<file path="src/opfb_pkg.sv">
// Package for the page-layout frame store and refresh packer.
// Holds display geometry, stream constants, shared types and the window byte table.
// No dependencies.
`default_nettype none

package opfb_pkg;

  localparam int DISPLAY_WIDTH  = 128;
  localparam int DISPLAY_HEIGHT = 64;
  localparam int PAGES          = (DISPLAY_HEIGHT + 7) / 8;
  localparam int DATA_BYTES     = DISPLAY_WIDTH * PAGES;
  localparam int CMD_MSGS       = 6;
  localparam int CMD_BYTES      = 3 * CMD_MSGS;
  localparam int STORE_DEPTH    = 1024;
  localparam int ADDR_W         = $clog2(STORE_DEPTH);
  localparam int POS_W          = 11;
  localparam int LAST_POS       = CMD_BYTES + 1 + DATA_BYTES;

  localparam logic [7:0] CTRL_CMD      = 8'h00;
  localparam logic [7:0] CTRL_DATA     = 8'h40;
  localparam logic [7:0] CMD_COL_ADDR  = 8'h21;
  localparam logic [7:0] CMD_PAGE_ADDR = 8'h22;

  localparam logic CFG_ROTATE  = 1'b0;
  localparam logic CFG_BUS_ADR = 1'b1;

  typedef enum logic [1:0] {
    KIND_PIXEL = 2'd0,
    KIND_CLEAR = 2'd1,
    KIND_FETCH = 2'd2
  } kind_t;

  typedef enum logic {
    ST_RUN   = 1'b0,
    ST_CLEAR = 1'b1
  } clr_state_t;

  typedef struct packed {
    logic [7:0]        stream_byte;
    logic              from_mem;
    logic [ADDR_W-1:0] mem_addr;
    logic              message_start;
    logic              message_end;
    logic              frame_end;
  } stream_info_t;

  function automatic logic [7:0] window_byte(input logic [2:0] msg);
    logic [7:0] b;
    case (msg)
      3'd0: b = CMD_COL_ADDR;
      3'd1: b = 8'h00;
      3'd2: b = 8'(DISPLAY_WIDTH - 1);
      3'd3: b = CMD_PAGE_ADDR;
      3'd4: b = 8'h00;
      default: b = 8'(PAGES - 1);
    endcase
    return b;
  endfunction

endpackage

`default_nettype wire

</file>
<file path="src/opfb_stream.sv">
// Refresh stream sequencer: holds the stream position and decodes the next word.
// Depends on opfb_pkg.
`default_nettype none

module opfb_stream
  import opfb_pkg::*;
(
  input  wire logic         clk,
  input  wire logic         rst,
  input  wire logic         advance,
  input  wire logic [6:0]   bus_address,
  output stream_info_t      info
);

  logic [POS_W-1:0] pos, pos_next;
  logic [1:0]       cmd_off, cmd_off_next;
  logic [2:0]       cmd_msg, cmd_msg_next;

  logic [7:0]       addr_byte;
  logic             in_cmd;
  logic [POS_W-1:0] data_pos;

  assign addr_byte = {bus_address, 1'b0};
  assign in_cmd    = pos < POS_W'(CMD_BYTES);
  assign data_pos  = pos - POS_W'(CMD_BYTES);

  always_comb begin
    info = '0;
    info.mem_addr = ADDR_W'(pos - POS_W'(CMD_BYTES + 2));
    if (in_cmd) begin
      case (cmd_off)
        2'd0: begin
          info.stream_byte   = addr_byte;
          info.message_start = 1'b1;
        end
        2'd1: info.stream_byte = CTRL_CMD;
        default: begin
          info.stream_byte = window_byte(cmd_msg);
          info.message_end = 1'b1;
        end
      endcase
    end else if (data_pos == '0) begin
      info.stream_byte   = addr_byte;
      info.message_start = 1'b1;
    end else if (data_pos == POS_W'(1)) begin
      info.stream_byte = CTRL_DATA;
    end else begin
      info.from_mem    = 1'b1;
      info.frame_end   = pos >= POS_W'(LAST_POS);
      info.message_end = info.frame_end;
    end
  end

  always_comb begin
    pos_next     = pos;
    cmd_off_next = cmd_off;
    cmd_msg_next = cmd_msg;
    if (advance) begin
      if (info.frame_end) begin
        pos_next     = '0;
        cmd_off_next = '0;
        cmd_msg_next = '0;
      end else begin
        pos_next = pos + POS_W'(1);
        if (in_cmd) begin
          if (cmd_off == 2'd2) begin
            cmd_off_next = '0;
            cmd_msg_next = cmd_msg + 3'd1;
          end else begin
            cmd_off_next = cmd_off + 2'd1;
          end
        end
      end
    end
  end

  always_ff @(posedge clk) begin
    if (rst) begin
      pos     <= '0;
      cmd_off <= '0;
      cmd_msg <= '0;
    end else begin
      pos     <= pos_next;
      cmd_off <= cmd_off_next;
      cmd_msg <= cmd_msg_next;
    end
  end

endmodule

`default_nettype wire

</file>
<file path="config.mk">
export PLATFORM = sky130hd
export DESIGN_NAME = opfb_stream
export DESIGN_NICKNAME = d
export VERILOG_FILES = /design/src/opfb_pkg.sv /design/src/opfb_stream.sv
export SDC_FILE = /design/constraint.sdc
export NUM_CORES = 1
export LEC_CHECK = 0
export ABC_AREA = 1
export BUFFER_PORTS_ARGS = -buffer_cell sky130_fd_sc_hd__buf_2
export CORE_MARGIN = 10
export CORE_UTILIZATION = 59
export DETAILED_ROUTE_END_ITERATION = 8
export HOLD_SLACK_MARGIN = 0.15
export PLACE_DENSITY = 0.85
export SLEW_MARGIN = 20
export SYNTH_ARGS = -nofsm -noshare
export SYNTH_HDL_FRONTEND = slang
export SYNTH_SLANG_ARGS = --single-unit
</file>
<file path="constraint.sdc">
create_clock -name clk -period 4.9 [get_ports clk]
set_input_delay 0.49 -clock clk [delete_from_list [all_inputs] [get_ports clk]]
set_output_delay 0.49 -clock clk [all_outputs]
set_load 0.005 [all_outputs]
</file>
==> results_dict.tcl <==
set metrics [dict create \
    yosysTopAreaCell "dfxtp_1" \
    wl_um 3230 \
    cts_buffers 3 \
    synth_ff_type "dfxtp_1" \
    worst_pin_slew_ns 0.3727 \
    dp_hpwl_um 2660 \
    syn_nets 254 \
    ys_warn_count 0 \
    p_per_area_nw_per_um2 167.6 \
    final_nets 282 \
    crit_top_cell "nand2_1" \
    setup_viol_count_final 0 \
    worstPathRequired_ns 4.41 \
    synth_edf_count 0 \
    firstDrtPassIters 4 \
    area_delta_synth_final_pct 11.98 \
    drive_above_1_share 0.2248 \
    async_flop_share 0 \
    cts_tree "built" \
    grt_start_max_net_pins 12 \
    arrival_ns 2.27 \
    max_stage_delay_ns 0.39 \
    end_kind "output port" \
    start_kind "flop" \
    cts.sinks 16 \
    swShare 0.2881 \
    fin_crit_ns 2.759 \
    status "completed" \
    synth_top_area_frac 0.2144 \
    ys_seq_elements 16 \
    overflow 0 \
    clk_pin_slew_ns 0.10 \
    ys_top_cells_by_area "dfxtp_1, nand2_1, ha_1" \
    p_seq_frac 0.490 \
    cts_htree_levels 1 \
    gp_congestion 0.8378 \
    ir_drop_mv 0.1805 \
    cts-resized-gates 0 \
    slew_headroom 0.7512 \
    grt_pass1_vias 1407 \
    finalHoldViolations 0 \
    drc_errors 0 \
    die_w_um 70.32 \
    fp-row-count 18 \
    finalPower_mw 0.2804 \
    wire_per_inst_um 11.22 \
    drt-initial-drc-count 72 \
    cts_setup_buffers 0 \
    syn_avg_cell_area_um2 6.467 \
    start_util 0.6086 \
    antenna_left 0 \
    ys_types 31 \
    n_antenna_cell 0 \
    max_clock_freq_ghz 0.3625 \
    vias_per_cell 5.003 \
    fin_tns_setup_ns 0 \
    postCtsHoldBufs 0 \
    leakage_nw 0.8751 \
    clockPowerShare 0.337 \
    p_sw_mw 0.08079 \
    fp.dieH_um 70.32 \
    crit_slowest_cell "dfxtp_1" \
    port-buffer-count 31 \
    dieArea_um2 4945 \
    drv_slew 0 \
    crit_path_cell_trace "inv_1, ha_1, nand2_1, nand2_1, nand2_1, nand2_1, nand2_1, nand2_1, nor3_1, nand2_1, nand2_2, nand2_1, o21ai_1, buf_2" \
    cts_root_buf "clkbuf_4" \
    via_count 1441 \
    maxCapViolCount 0 \
    grt_usage 0.1364 \
    syn_area_um2 1494 \
    yosysSeqAreaShare 0.2144 \
    crit_fanout 7 \
    grt_antenna_before_repair 0 \
    syn_inst 231 \
    fin_crit_sh 0.5631 \
    grt_first_pass_wirelength_um 5892 \
    intPower_mw 0.1996 \
    path_class "reg2out" \
    hp-class "in2reg" \
    clk_latency_ns 0.30 \
    rsz0062_at_grt "false" \
    n_fill_cell 230 \
    design.portCount 32 \
    synth_most_common_cell "nand2_1" \
    cts_buffer_depth 2 \
    p_comb_frac 0.173 \
    synth_commonest_cells "nand2_1, nor2_1, inv_1, dfxtp_1, nand3_1" \
    skew_ns 0.01366 \
    coreArea_um2 2455 \
]
## metal layers
layer	up-vias	wire length, um	global-route usage
li1	779	-	-
met5	-	0	0
met1	638	1416	0.1527
met3	4	125	0.03955
met4	0	16	0.02632
met2	20	1671	0.2465
## state kept, by name, indices dropped and copies added (netlist names)
| name | count |
|---|---|
| cmd_msg | 3 |
| cmd_off | 2 |
| pos | 11 |
## worst paths after layout
check | from | end | slack [ns] | depth (start not counted)
max | pos[2] | info[16] | 2.14 | 14
max reg2reg | pos[2] | cmd_msg[2] | 3.08 | 9
min | rst | cmd_off[1] | 0.41 | 2
min reg2reg | cmd_msg[2] | cmd_msg[2] | 0.54 | 2
## cells by family (layout without fill, tap and decap cells)
kind of cell	Yosys count	in the layout	synth area share
and+or+nand+nor	135	135	0.4372
buffers and inverters	37	64	0.1064
AOI/OAI and AO/OA	20	20	0.07455
DFF	16	16	0.2144
adders and majority gates	13	13	0.1089
xor gates and xnor gates	10	10	0.05862
## critical path: cells and delay by family, from the launching register on
family	cells	cell delay [ns]
AO/OA/AOI/OAI	1	0.06
AND/OR/NAND/NOR	10	1.02
flip-flops	1	0.39
buffers and inverters	2	0.27
adder cells (fa/ha/maj)	1	0.24
## layout make-up
cell class | count | area (um2) | share of cell area
inverters | 29 | 108.9 | 0.06507
flip-flops and latches | 16 | 320.3 | 0.1915
multi-input cells | 178 | 1015 | 0.6066
repair buffers | 31 | 155.1 | 0.09275
well taps | 30 | 37.54 | 0.02244
clock buffers | 4 | 36.28 | 0.02169
## power groups by stage
stage	Sequential, mW	Combinational, mW	Clock [mW]
after floorplan	0.139	0.0326	0
after global placement	0.140	0.0487	0
after detailed placement	0.140	0.0491	0
after CTS	0.137	0.0493	0.0972
after global routing	0.138	0.0567	0.101
final	0.137	0.0485	0.0946
## cells in the final DEF, fill, tap and decap left out, drive strengths merged
cell type,n
nand2,72
nor2,32
buf,31
inv,29
dfxtp,16
nand3,16
ha,13
a21oi,10
xor2,10
nor3,6
o21ai,6
nand4,5
clkbuf,4
nor3b,2
or2,2
o211ai,1
a21boi,1
o21a,1
a211o,1
## metrics by stage
stage,area [um2],hold slack [ns],cells,util,setup slack (ns)
after floorplan,1494,0.4822,231,-,2.730
after global placement,1637,0.5056,284,0.6667,2.520
after detailed placement,1637,0.5222,284,0.6667,2.461
after CTS,1673,0.4006,288,0.6814,2.117
after global routing,1673,0.4172,288,0.6814,1.761
final,1673,0.4133,288,0.6814,2.141
Power figures use the tool's default switching activity.
